===== config.mk =====
export PLATFORM = sky130hd
export DESIGN_NAME = rumble_pattern_envelope_core_flat
export DESIGN_NICKNAME = d
export VERILOG_FILES = /design/src/hw/rtl/rpe_pkg.sv /design/src/hw/rtl/rpe_cmd_if.sv /design/src/hw/rtl/rpe_res_if.sv /design/src/hw/rtl/rumble_pattern_envelope_core.sv /design/src/flat_wrapper.sv
export SDC_FILE = /design/constraint.sdc
export NUM_CORES = 2
export LEC_CHECK = 0
export BUFFER_PORTS_ARGS = -buffer_cell sky130_fd_sc_hd__buf_2
export CAP_MARGIN = 20
export CORE_MARGIN = 4
export CORE_UTILIZATION = 41
export DETAILED_ROUTE_END_ITERATION = 8
export GPL_TIMING_DRIVEN = 0
export SETUP_SLACK_MARGIN = 0.05
export SLEW_MARGIN = 25
export SYNTH_ARGS = -nofsm -noshare
export SYNTH_HDL_FRONTEND = slang
export SYNTH_SLANG_ARGS = --single-unit

===== constraint.sdc =====
create_clock -name clk -period 9.8 [get_ports clk]
set_clock_uncertainty 0.1 [all_clocks]
set_input_delay 1.47 -clock clk [delete_from_list [all_inputs] [get_ports clk]]
set_output_delay 1.47 -clock clk [all_outputs]
set_load 0.02 [all_outputs]

===== src/hw/rtl/rpe_pkg.sv =====
`default_nettype none
// ----------------------------------------------------------------------------
// rpe_pkg
// Widths and codes shared by the rumble pattern envelope core and its
// channel interfaces.
// ----------------------------------------------------------------------------
package rpe_pkg;

  localparam int STEP_W      = 12;
  localparam int DUR_W       = 16;
  localparam int SBYTES_W    = 3;
  localparam int INTENS_W    = 8;
  localparam int CFG_INDEX_W = 3;
  localparam int CFG_DATA_W  = 16;

  localparam int INDEX_W     = 5;
  localparam int BYTE_W      = 8;
  localparam int ELAPSED_W   = 16;
  localparam int LEVEL_W     = 32;
  localparam int LEFTOVER_W  = 16;

  localparam logic [CFG_INDEX_W-1:0] CFG_STEP_LENGTH    = 3'd0;
  localparam logic [CFG_INDEX_W-1:0] CFG_TOTAL_DURATION = 3'd1;
  localparam logic [CFG_INDEX_W-1:0] CFG_SAMPLE_BYTES   = 3'd2;
  localparam logic [CFG_INDEX_W-1:0] CFG_INTERPOLATE_ON = 3'd3;
  localparam logic [CFG_INDEX_W-1:0] CFG_INTENSITY      = 3'd4;

  localparam logic ACTION_WRITE = 1'b0;
  localparam logic ACTION_TICK  = 1'b1;

  localparam logic [STEP_W-1:0]   STEP_RESET      = 12'd15;
  localparam logic [DUR_W-1:0]    DURATION_RESET  = 16'd30;
  localparam logic [SBYTES_W-1:0] SBYTES_RESET    = 3'd0;
  localparam logic [INTENS_W-1:0] INTENSITY_RESET = 8'd128;
  localparam logic [SBYTES_W-1:0] SBYTES_MAX      = 3'd4;

endpackage

`default_nettype wire


===== src/hw/rtl/rpe_cmd_if.sv =====
`default_nettype none
// ----------------------------------------------------------------------------
// rpe_cmd_if
// Input channel: pattern byte writes and time ticks.
// ----------------------------------------------------------------------------
interface rpe_cmd_if;

  logic                          valid;
  logic                          ready;
  logic                          action;
  logic [rpe_pkg::INDEX_W-1:0]   pattern_index;
  logic [rpe_pkg::BYTE_W-1:0]    pattern_byte;
  logic [rpe_pkg::ELAPSED_W-1:0] elapsed;

  modport source (output valid, action, pattern_index, pattern_byte, elapsed,
                  input ready);
  modport sink   (input valid, action, pattern_index, pattern_byte, elapsed,
                  output ready);

endinterface

`default_nettype wire


===== src/hw/rtl/rpe_res_if.sv =====
`default_nettype none
// ----------------------------------------------------------------------------
// rpe_res_if
// Output channel: motor level, finished flag and leftover time.
// ----------------------------------------------------------------------------
interface rpe_res_if;

  logic                           valid;
  logic                           ready;
  logic [rpe_pkg::LEVEL_W-1:0]    level;
  logic                           finished;
  logic [rpe_pkg::LEFTOVER_W-1:0] leftover;

  modport source (output valid, level, finished, leftover, input ready);
  modport sink   (input valid, level, finished, leftover, output ready);

endinterface

`default_nettype wire


===== src/hw/rtl/rumble_pattern_envelope_core.sv =====
`default_nettype none
// ----------------------------------------------------------------------------
// rumble_pattern_envelope_core
// Vibration envelope generator with a pattern byte store, a shared restoring
// divider and a shared 32x32 multiplier under one sequencer.
// ----------------------------------------------------------------------------
// A write beat goes from acceptance straight to the result stage, which presents
// its result once the output is free. A tick divides the position by the step
// length, reads its samples from the store and, when blending, takes a reciprocal on
// the divider and blends on the multiplier. One beat is in work at a time.
// Synchronous reset restores the default registers, zeroes the position and
// marks every store entry as reading zero.
// ----------------------------------------------------------------------------
module rumble_pattern_envelope_core #(
  parameter int PATTERN_BYTES = 32
) (
  input  wire                                clk,
  input  wire                                rst,
  input  wire                                cfg_we,
  input  wire [rpe_pkg::CFG_INDEX_W-1:0]     cfg_index,
  input  wire [rpe_pkg::CFG_DATA_W-1:0]      cfg_data,
  rpe_cmd_if.sink                            cmd,
  rpe_res_if.source                          res
);

  localparam int ADDR_W = $clog2(PATTERN_BYTES);
  localparam int R8_W   = ADDR_W + 3;

  localparam logic [3:0] S_IDLE     = 4'd0;
  localparam logic [3:0] S_DIV      = 4'd1;
  localparam logic [3:0] S_BASE     = 4'd2;
  localparam logic [3:0] S_RD_ISSUE = 4'd3;
  localparam logic [3:0] S_RD_CAP   = 4'd4;
  localparam logic [3:0] S_RECIP    = 4'd5;
  localparam logic [3:0] S_MUL_W    = 4'd6;
  localparam logic [3:0] S_MUL_A    = 4'd7;
  localparam logic [3:0] S_MUL_B    = 4'd8;
  localparam logic [3:0] S_SUM_V    = 4'd9;
  localparam logic [3:0] S_MUL_I    = 4'd10;
  localparam logic [3:0] S_FIN      = 4'd11;

  function automatic logic [ADDR_W-1:0] wrap_index(input logic [rpe_pkg::INDEX_W-1:0] x);
    logic [13:0] r;
    r = 14'(x);
    for (int j = 5; j >= 0; j--) begin
      if (r >= (14'(PATTERN_BYTES) << j)) begin
        r = r - (14'(PATTERN_BYTES) << j);
      end
    end
    return r[ADDR_W-1:0];
  endfunction

  logic [rpe_pkg::STEP_W-1:0]   step_length;
  logic [rpe_pkg::DUR_W-1:0]    total_duration;
  logic [rpe_pkg::SBYTES_W-1:0] sample_bytes;
  logic                         interpolate_on;
  logic [rpe_pkg::INTENS_W-1:0] intensity;

  logic [3:0]                     state;
  logic [5:0]                     cnt;
  logic [rpe_pkg::STEP_W-1:0]     rem;
  logic [31:0]                    dvd;
  logic [31:0]                    quo;
  logic [ADDR_W-1:0]              r1;
  logic [R8_W-1:0]                r8;
  logic [ADDR_W-1:0]              rd_addr;
  logic [2:0]                     rd_cnt;
  logic [rpe_pkg::STEP_W-1:0]     frac;
  logic [31:0]                    cur;
  logic [31:0]                    nxt;
  logic [31:0]                    w;
  logic [31:0]                    acc;
  logic [63:0]                    prod;
  logic [rpe_pkg::ELAPSED_W-1:0]  elapsed_r;
  logic                           is_write;
  logic [rpe_pkg::DUR_W-1:0]      pos;
  logic                           out_valid;
  logic [rpe_pkg::LEVEL_W-1:0]    level_r;
  logic                           finished_r;
  logic [rpe_pkg::LEFTOVER_W-1:0] leftover_r;

  logic [rpe_pkg::BYTE_W-1:0] mem [PATTERN_BYTES];
  logic [PATTERN_BYTES-1:0]   mem_valid;
  logic [rpe_pkg::BYTE_W-1:0] rd_data;
  logic                       rd_valid;

  logic                          accept;
  logic                          wr_en;
  logic [ADDR_W-1:0]             wr_addr;
  logic [ADDR_W-1:0]             mem_addr;
  logic                          bit_mode;
  logic [2:0]                    nbytes;
  logic [2:0]                    rd_last;
  logic [rpe_pkg::STEP_W-1:0]    dsr;
  logic [rpe_pkg::STEP_W:0]      div_t;
  logic                          div_bit;
  logic [rpe_pkg::STEP_W-1:0]    rem_next;
  logic [ADDR_W:0]               r1_t;
  logic [ADDR_W-1:0]             r1_next;
  logic [R8_W:0]                 r8_t;
  logic [R8_W-1:0]               r8_next;
  logic [R8_W-1:0]               r8_inc;
  logic [ADDR_W-1:0]             rd_addr_inc;
  logic [ADDR_W:0]               base_sum;
  logic [ADDR_W-1:0]             base_next;
  logic [rpe_pkg::BYTE_W-1:0]    rd_byte;
  logic                          rd_bit;
  logic [2:0]                    slot_wide;
  logic [4:0]                    slot_shift;
  logic [31:0]                   placed;
  logic [31:0]                   mul_x;
  logic [31:0]                   mul_y;
  logic                          out_free;
  logic [rpe_pkg::DUR_W:0]       pos_sum;
  logic [rpe_pkg::DUR_W:0]       left_wide;

  assign accept    = cmd.valid && cmd.ready;
  assign cmd.ready = (state == S_IDLE);
  assign wr_en     = accept && (cmd.action == rpe_pkg::ACTION_WRITE);
  assign wr_addr   = wrap_index(cmd.pattern_index);

  assign bit_mode = (sample_bytes == '0);
  assign nbytes   = (sample_bytes > rpe_pkg::SBYTES_MAX) ? rpe_pkg::SBYTES_MAX : sample_bytes;
  assign rd_last  = bit_mode ? 3'd1 : 3'((4'(nbytes) << 1) - 4'd1);
  assign mem_addr = bit_mode ? r8[R8_W-1:3] : rd_addr;

  assign dsr      = (step_length == '0) ? rpe_pkg::STEP_W'(1) : step_length;
  assign div_t    = {rem, dvd[31]};
  assign div_bit  = (div_t >= {1'b0, dsr});
  assign rem_next = div_bit ? rpe_pkg::STEP_W'(div_t - {1'b0, dsr})
                            : div_t[rpe_pkg::STEP_W-1:0];

  assign r1_t    = {r1, div_bit};
  assign r1_next = (r1_t >= (ADDR_W+1)'(PATTERN_BYTES))
                   ? ADDR_W'(r1_t - (ADDR_W+1)'(PATTERN_BYTES)) : r1_t[ADDR_W-1:0];
  assign r8_t    = {r8, div_bit};
  assign r8_next = (r8_t >= (R8_W+1)'(8 * PATTERN_BYTES))
                   ? R8_W'(r8_t - (R8_W+1)'(8 * PATTERN_BYTES)) : r8_t[R8_W-1:0];

  assign r8_inc      = (r8 == R8_W'(8 * PATTERN_BYTES - 1)) ? '0 : r8 + R8_W'(1);
  assign rd_addr_inc = (rd_addr == ADDR_W'(PATTERN_BYTES - 1)) ? '0 : rd_addr + ADDR_W'(1);
  assign base_sum    = {1'b0, rd_addr} + {1'b0, r1};
  assign base_next   = (base_sum >= (ADDR_W+1)'(PATTERN_BYTES))
                       ? ADDR_W'(base_sum - (ADDR_W+1)'(PATTERN_BYTES)) : base_sum[ADDR_W-1:0];

  assign rd_byte    = rd_valid ? rd_data : '0;
  assign rd_bit     = rd_byte[r8[2:0]];
  assign slot_wide  = (rd_cnt < nbytes) ? rd_cnt : rd_cnt - nbytes;
  assign slot_shift = {slot_wide[1:0], 3'b000};
  assign placed     = {rd_byte, 24'd0} >> slot_shift;

  assign out_free  = !out_valid || res.ready;
  assign pos_sum   = {1'b0, pos} + {1'b0, elapsed_r};
  assign left_wide = pos_sum - {1'b0, total_duration};

  always_comb begin
    case (state)
      S_MUL_W: begin
        mul_x = quo + 32'd1;
        mul_y = 32'(frac);
      end
      S_MUL_A: begin
        mul_x = cur;
        mul_y = 32'd0 - prod[31:0];
      end
      S_MUL_B: begin
        mul_x = nxt;
        mul_y = w;
      end
      S_MUL_I: begin
        mul_x = acc;
        mul_y = 32'(intensity);
      end
      default: begin
        mul_x = cur;
        mul_y = '0;
      end
    endcase
  end

  always_ff @(posedge clk) begin
    if (wr_en) begin
      mem[wr_addr] <= cmd.pattern_byte;
    end
    rd_data <= mem[mem_addr];
  end

  always_ff @(posedge clk) begin
    if (rst) begin
      mem_valid <= '0;
      rd_valid  <= 1'b0;
    end else begin
      if (wr_en) begin
        mem_valid[wr_addr] <= 1'b1;
      end
      rd_valid <= mem_valid[mem_addr];
    end
  end

  always_ff @(posedge clk) begin
    if (rst) begin
      step_length    <= rpe_pkg::STEP_RESET;
      total_duration <= rpe_pkg::DURATION_RESET;
      sample_bytes   <= rpe_pkg::SBYTES_RESET;
      interpolate_on <= 1'b0;
      intensity      <= rpe_pkg::INTENSITY_RESET;
    end else if (cfg_we) begin
      case (cfg_index)
        rpe_pkg::CFG_STEP_LENGTH:    step_length    <= cfg_data[rpe_pkg::STEP_W-1:0];
        rpe_pkg::CFG_TOTAL_DURATION: total_duration <= cfg_data[rpe_pkg::DUR_W-1:0];
        rpe_pkg::CFG_SAMPLE_BYTES:   sample_bytes   <= cfg_data[rpe_pkg::SBYTES_W-1:0];
        rpe_pkg::CFG_INTERPOLATE_ON: interpolate_on <= cfg_data[0];
        rpe_pkg::CFG_INTENSITY:      intensity      <= cfg_data[rpe_pkg::INTENS_W-1:0];
        default: ;
      endcase
    end
  end

  always_ff @(posedge clk) begin
    if (rst) begin
      state     <= S_IDLE;
      pos       <= '0;
      out_valid <= 1'b0;
    end else begin
      if (state == S_FIN && out_free) begin
        out_valid <= 1'b1;
      end else if (res.ready) begin
        out_valid <= 1'b0;
      end
      case (state)
        S_IDLE: begin
          if (accept) begin
            is_write  <= (cmd.action == rpe_pkg::ACTION_WRITE);
            elapsed_r <= cmd.elapsed;
            rem       <= '0;
            dvd       <= {pos, 16'd0};
            cnt       <= 6'd16;
            r1        <= '0;
            r8        <= '0;
            rd_cnt    <= '0;
            cur       <= '0;
            nxt       <= '0;
            state     <= (cmd.action == rpe_pkg::ACTION_WRITE) ? S_FIN : S_DIV;
          end
        end
        S_DIV: begin
          rem <= rem_next;
          dvd <= {dvd[30:0], 1'b0};
          quo <= {quo[30:0], div_bit};
          r1  <= r1_next;
          r8  <= r8_next;
          if (cnt == 6'd1) begin
            frac    <= interpolate_on ? rem_next : '0;
            rd_addr <= '0;
            cnt     <= 6'(nbytes);
            state   <= bit_mode ? S_RD_ISSUE : S_BASE;
          end else begin
            cnt <= cnt - 6'd1;
          end
        end
        S_BASE: begin
          rd_addr <= base_next;
          cnt     <= cnt - 6'd1;
          if (cnt == 6'd1) begin
            state <= S_RD_ISSUE;
          end
        end
        S_RD_ISSUE: begin
          state <= S_RD_CAP;
        end
        S_RD_CAP: begin
          if (bit_mode) begin
            if (rd_cnt == '0) begin
              cur <= {32{rd_bit}};
            end else begin
              nxt <= {32{rd_bit}};
            end
            r8 <= r8_inc;
          end else begin
            if (rd_cnt < nbytes) begin
              cur <= cur | placed;
            end else begin
              nxt <= nxt | placed;
            end
            rd_addr <= rd_addr_inc;
          end
          rd_cnt <= rd_cnt + 3'd1;
          if (rd_cnt == rd_last) begin
            acc <= cur;
            if (frac != '0) begin
              rem   <= '0;
              dvd   <= '1;
              quo   <= '0;
              cnt   <= 6'd32;
              state <= S_RECIP;
            end else begin
              state <= S_MUL_I;
            end
          end else begin
            state <= S_RD_ISSUE;
          end
        end
        S_RECIP: begin
          rem <= rem_next;
          dvd <= {dvd[30:0], 1'b0};
          quo <= {quo[30:0], div_bit};
          cnt <= cnt - 6'd1;
          if (cnt == 6'd1) begin
            state <= S_MUL_W;
          end
        end
        S_MUL_W: begin
          prod  <= mul_x * mul_y;
          state <= S_MUL_A;
        end
        S_MUL_A: begin
          w     <= prod[31:0];
          prod  <= mul_x * mul_y;
          state <= S_MUL_B;
        end
        S_MUL_B: begin
          acc   <= prod[63:32];
          prod  <= mul_x * mul_y;
          state <= S_SUM_V;
        end
        S_SUM_V: begin
          acc   <= acc + prod[63:32];
          state <= S_MUL_I;
        end
        S_MUL_I: begin
          prod  <= mul_x * mul_y;
          state <= S_FIN;
        end
        S_FIN: begin
          if (out_free) begin
            if (is_write) begin
              level_r    <= '0;
              finished_r <= 1'b0;
              leftover_r <= '0;
            end else begin
              level_r <= (prod[63:39] != '0) ? '1 : prod[38:7];
              if (pos_sum >= {1'b0, total_duration}) begin
                finished_r <= 1'b1;
                leftover_r <= left_wide[rpe_pkg::DUR_W] ? '1
                                                         : left_wide[rpe_pkg::DUR_W-1:0];
                pos        <= '0;
              end else begin
                finished_r <= 1'b0;
                leftover_r <= '0;
                pos        <= pos_sum[rpe_pkg::DUR_W-1:0];
              end
            end
            state <= S_IDLE;
          end
        end
        default: begin
          state <= S_IDLE;
        end
      endcase
    end
  end

  assign res.valid    = out_valid;
  assign res.level    = level_r;
  assign res.finished = finished_r;
  assign res.leftover = leftover_r;

  a_write_to_fin: assert property (@(posedge clk) disable iff (rst)
    (accept && cmd.action == rpe_pkg::ACTION_WRITE) |=> (state == S_FIN))
    else $error("write beat did not go straight to the result stage");

  a_result_from_fin: assert property (@(posedge clk) disable iff (rst)
    $rose(res.valid) |-> ($past(state) == S_FIN))
    else $error("result appeared outside the result stage");

  a_fin_release: assert property (@(posedge clk) disable iff (rst)
    (state == S_FIN && out_free) |=> (state == S_IDLE && res.valid))
    else $error("result stage did not hand over its beat");

  a_read_latency: assert property (@(posedge clk) disable iff (rst)
    (state == S_RD_CAP) |-> ($past(state) == S_RD_ISSUE))
    else $error("store data captured without a read issued");

endmodule

`default_nettype wire

===== src/flat_wrapper.sv =====
// flat-port wrapper written by rule: the top's interface ports become plain ports
module rumble_pattern_envelope_core_flat 
#(
  parameter int PATTERN_BYTES = 32
)
  (clk, rst, cfg_we, cfg_index, cfg_data, cmd_valid, cmd_action, cmd_pattern_index, cmd_pattern_byte, cmd_elapsed, cmd_ready, res_valid, res_level, res_finished, res_leftover, res_ready);
  rpe_cmd_if cmd_i ();
  rpe_res_if res_i ();
  input  wire clk;
  input  wire rst;
  input  wire cfg_we;
  input  wire [rpe_pkg::CFG_INDEX_W-1:0] cfg_index;
  input  wire [rpe_pkg::CFG_DATA_W-1:0] cfg_data;
  input wire logic [$bits(cmd_i.valid)-1:0] cmd_valid;
  input wire logic [$bits(cmd_i.action)-1:0] cmd_action;
  input wire logic [$bits(cmd_i.pattern_index)-1:0] cmd_pattern_index;
  input wire logic [$bits(cmd_i.pattern_byte)-1:0] cmd_pattern_byte;
  input wire logic [$bits(cmd_i.elapsed)-1:0] cmd_elapsed;
  output wire logic [$bits(cmd_i.ready)-1:0] cmd_ready;
  output wire logic [$bits(res_i.valid)-1:0] res_valid;
  output wire logic [$bits(res_i.level)-1:0] res_level;
  output wire logic [$bits(res_i.finished)-1:0] res_finished;
  output wire logic [$bits(res_i.leftover)-1:0] res_leftover;
  input wire logic [$bits(res_i.ready)-1:0] res_ready;
  assign cmd_i.valid = cmd_valid;
  assign cmd_i.action = cmd_action;
  assign cmd_i.pattern_index = cmd_pattern_index;
  assign cmd_i.pattern_byte = cmd_pattern_byte;
  assign cmd_i.elapsed = cmd_elapsed;
  assign cmd_ready = cmd_i.ready;
  assign res_valid = res_i.valid;
  assign res_level = res_i.level;
  assign res_finished = res_i.finished;
  assign res_leftover = res_i.leftover;
  assign res_i.ready = res_ready;
  rumble_pattern_envelope_core #(.PATTERN_BYTES(PATTERN_BYTES)) u_core (.clk(clk), .rst(rst), .cfg_we(cfg_we), .cfg_index(cfg_index), .cfg_data(cfg_data), .cmd(cmd_i), .res(res_i));
endmodule

==> metrics.md <==
| Metric | Value |
|---|---|
| Post-synthesis sequential area ratio | a little over 30% |
| CP Max Fanout | 10 |
| Total count of hold-check failures in the final report | 0 |
| Row count | 148 |
| Slowest cell delay on critical path | 0.64 ns |
| Core Area | 163000 um^2 |
| Die Span Y | 413.0 um |
| Status | finished, final reports clean |
| CP endpoint kind | flip-flop |
| FF+latch count, synth | ~730 |
| Layout cell share with drive strength beyond 1 | a little over a tenth |
| Worst Hold Class | flip-flop to flip-flop |
| Final std cells w/o fill | 9477 |
| First-pass GRT wire length | between 300 and 400 mm |
| DR WL/cell | between 20 and 30 um |
| Asr flop ratio synth | 0% |
| RePlAce Congestion | between 1 and 1.5 |
| Clk root buf | clkbuf_16 |
| Vias | roughly 54k |
| TritonCTS Sinks | 731 |
| Most Frequent Cell on Critical Path | fa_1 |
| Final worst path period share | 99.32% |
| Total gr overflow | 0 |
| RSZ-0062 raised after global routing | true |
| Total GRT Usage | 30.18% |
| FF-to-FF End | u_core.prod[63]$_DFFE_PP_ |
| Post-synthesis cell type count | 83 |
| Dpl ws | -2.336 ns |
| CTS tree | done |
| Master of the slowest instance on the critical path | fa_1 |
| Critical path data arrival time | 10.02 ns |
| Worst-Margin Slew | 1.164 ns |
| Largest net degree at the start of global routing | 33 |
| Placed cells | 9247 |
| Simple-gate portion of the synthesized area | 15.13% |
| Post-synthesis compound-gate area fraction | 10.03% |
| Final hold slack | 0.3570 ns |
| Die Wd | 413.0 um |
| Hold buffers post-CTS | 0 |
| CP bufs+invs | 6 |
| H-tree levels | 3 |
| Vias in the first global route | 54.53k |
| Initial Util | roughly two fifths |
| Post-Synthesis Mean Instance Area | between 9 and 10 um^2 |
| Max_cap viols | 0 |
| P&R area growth vs syn | 13.69% |
| Clock buffer depth | 3 |
| PwrDens | 230.3 nW/um^2 |
| Ys flop type | edfxtp_1 |
| Final setup fails | 0 |
| Hold path endpoint | u_core.total_duration[6]$_SDFFE_PP0P_ |
| Slew margin rel. | 22.19% |
| 1st-pass router iterations | 7 |
| Clock transition at path regs | around 0.070 ns |
| Max IR drop VDD | 266.9 uV |
| Total power | 17.61 mW |
| Yosys warning count | 0 |
| Largest family of logic cells by synthesized area | adder cells |
| Layout net count | 8546 |
| TritonCTS buffer count | 75 |
| Adder-Cell Fraction of Synth Area | roughly 33% |
| Mapped Cells | 6914 |
| Req. time, crit path | just over 10 ns |
| Antenna violations before repair | 11 |
| XOR/XNOR Fraction of Synth Area | under 10% |
| Detailed Route Iter0 Violations | 6066 |
| Post-synthesis mux area share | 0.5228% |
| Post-route ant nets | 0 |
| Crit path max-delay family | adder cells |
| Buffers on Ports | 103 |
| Die footprint | approximately 170000 um^2 |
| Synthesized area | 67260 um^2 |
| Hold path depth | 2 |
| Num ports | 105 |
| Number of synthesized flops with an enable pin | about 630 |
| HP Start | u_core.total_duration[6]$_SDFFE_PP0P_ |
| Cell count of the worst reg-to-reg path | 31 |
| Post-route setup TNS | 0 ns |
| FF-to-FF Start | u_core.prod[17]$_DFFE_PP_ |
| Post-layout min period | 9.733 ns |
| Worst setup margin | 0.06697 ns |
| Clk_lat worst skew | ~0.67 ns |
| Reg2Reg Setup Slack | 0.07 ns |
| Startpoint types | flip-flop |
| Fill count | 15.48k |
| Routed WL | roughly 260 mm |
| Post-Syn Nets | just over 8k |
| Max Fclk | 0.1027 GHz |
| Leakage | 33.18 nW |
| Drt drc | 0 |
| Max-slew violations | 0 |
| Post-DR vias/cell | 5.706 |
| HPWL after DPL | 203.2 mm |
| Crit Path Class | flip-flop to flip-flop |
==> cell usage after synthesis, types with 36 or more instances <==
cell	instances	area share [%]
and3_1	36	0.33
fa_1	901	27
xor2_1	82	1.1
edfxtp_1	629	28
and2_1	108	1.0
a22oi_1	50	0.56
ha_1	354	6.6
a211oi_1	89	0.99
xnor2_1	108	1.4
nand2_1	1016	5.7
o211ai_1	57	0.64
nand3_1	96	0.71
nor3_1	74	0.55
inv_1	931	5.2
a31oi_1	48	0.45
dfxtp_1	102	3.0
nand4_1	41	0.38
a21o_1	94	1.0
clkbuf_1	350	2.0
nor2_1	871	4.9
o21ai_0	198	1.5
a21oi_1	225	1.7
==> state kept, by name, summed over array words and instances (netlist names), 5 cells and up <==
name                   cells
u_core.r1                  5
u_core.quo                32
u_core.dvd                32
u_core.total_duration     16
u_core.r8                  8
u_core.cnt                 6
u_core.w                  32
u_core.rd_addr             5
u_core.intensity           8
u_core.rem                12
u_core.rd_data             8
u_core.mem               256
u_core.res.leftover       16
u_core.pos                16
u_core.nxt                32
u_core.acc                32
u_core.step_length        12
u_core.prod               64
u_core.frac               12
u_core.mem_valid          32
u_core.res.level          32
u_core.cur                32
u_core.elapsed_r          16
==> worst max-delay path by stage <==
stage | start | to | slack, ns | cells after the start
after CTS | u_core.quo[8]$_SDFFCE_PP0P_ | u_core.prod[56]$_DFFE_PP_ | 0.02 | 30
after detailed placement | u_core.state[1]$_SDFFE_PP0P_ | u_core.prod[56]$_DFFE_PP_ | -2.34 | 31
after global routing | u_core.prod[3]$_DFFE_PP_ | u_core.prod[56]$_DFFE_PP_ | -0.06 | 30
after floorplan | u_core.prod[7]$_DFFE_PP_ | u_core.prod[59]$_DFFE_PP_ | 0.69 | 28
final | u_core.prod[17]$_DFFE_PP_ | u_core.prod[63]$_DFFE_PP_ | 0.07 | 31
after global placement | u_core.prod[7]$_DFFE_PP_ | u_core.prod[59]$_DFFE_PP_ | -3.10 | 29
==> worst min-delay path, cell delays in order, from the launching register on <==
cell     delay (ns)
dfxtp_1        0.31
nand2_1        0.05
a21oi_1        0.05
==> area by class of cell <==
cell class                 instances  area (um^2)  share of cell area, %
antenna                            5        12.51                0.01636
buffer                           335         1933                  2.528
clock buffer                      86         1982                  2.592
clock inverter                    51        623.1                 0.8149
inverter                         932         3503                  4.582
multi-input combinational       4878        42540                  55.63
sequential                       731        20930                  27.37
tap                             2175         2721                  3.559
timing repair buffer             284         2217                  2.900
==> routing by layer <==
metal  GRT usage [%]  wire length [um]  vias up
li1                -                 -    23310
met1           39.94            101300    27390
met2           47.79            116600     2767
met3           5.733             24790      614
met4           14.51             15790        6
met5               0                36        -
==> repair_timing <==
item	4_1_cts	5_1_grt
pin swaps	58	29
endpoints found under the setup margin	44	29
hold endpoints to repair	0	0
resized for setup	393	186
cloned	0	1
buffers inserted	99	26
==> per-stage QoR <==
step,area (um^2),util [%]
after floorplan,67260,-
after global placement,70490,43.26
after detailed placement,71310,43.76
after CTS,75770,46.49
after global routing,76450,46.92
final,76460,46.92
==> cell families after synthesis <==
family | after synthesis
multiplexers | 32
AND/OR/NAND/NOR | 2395
flip-flops | 731
XOR/XNOR | 190
adder cells (fa/ha/maj) | 1255
buffers and inverters | 1305
AO/OA/AOI/OAI | 1006
==> where the power goes <==
part           leakage [nW]  switching [mW]  internal, mW
registers              6.60           0.273          3.90
logic                  25.3            6.82          3.56
clock network          1.26            1.33          1.72
==> layout by cell type, fill, tap and decap left out, drive strengths merged, types with 203 or more instances in the layout <==
cell type and n:
clkbuf 373, nor2 872, inv 933, o21ai 203, ha 354, edfxtp 629, nand2 1016, a21oi 225
fa 901, buf 331
Note: power is estimated with default switching activity, not from simulation.
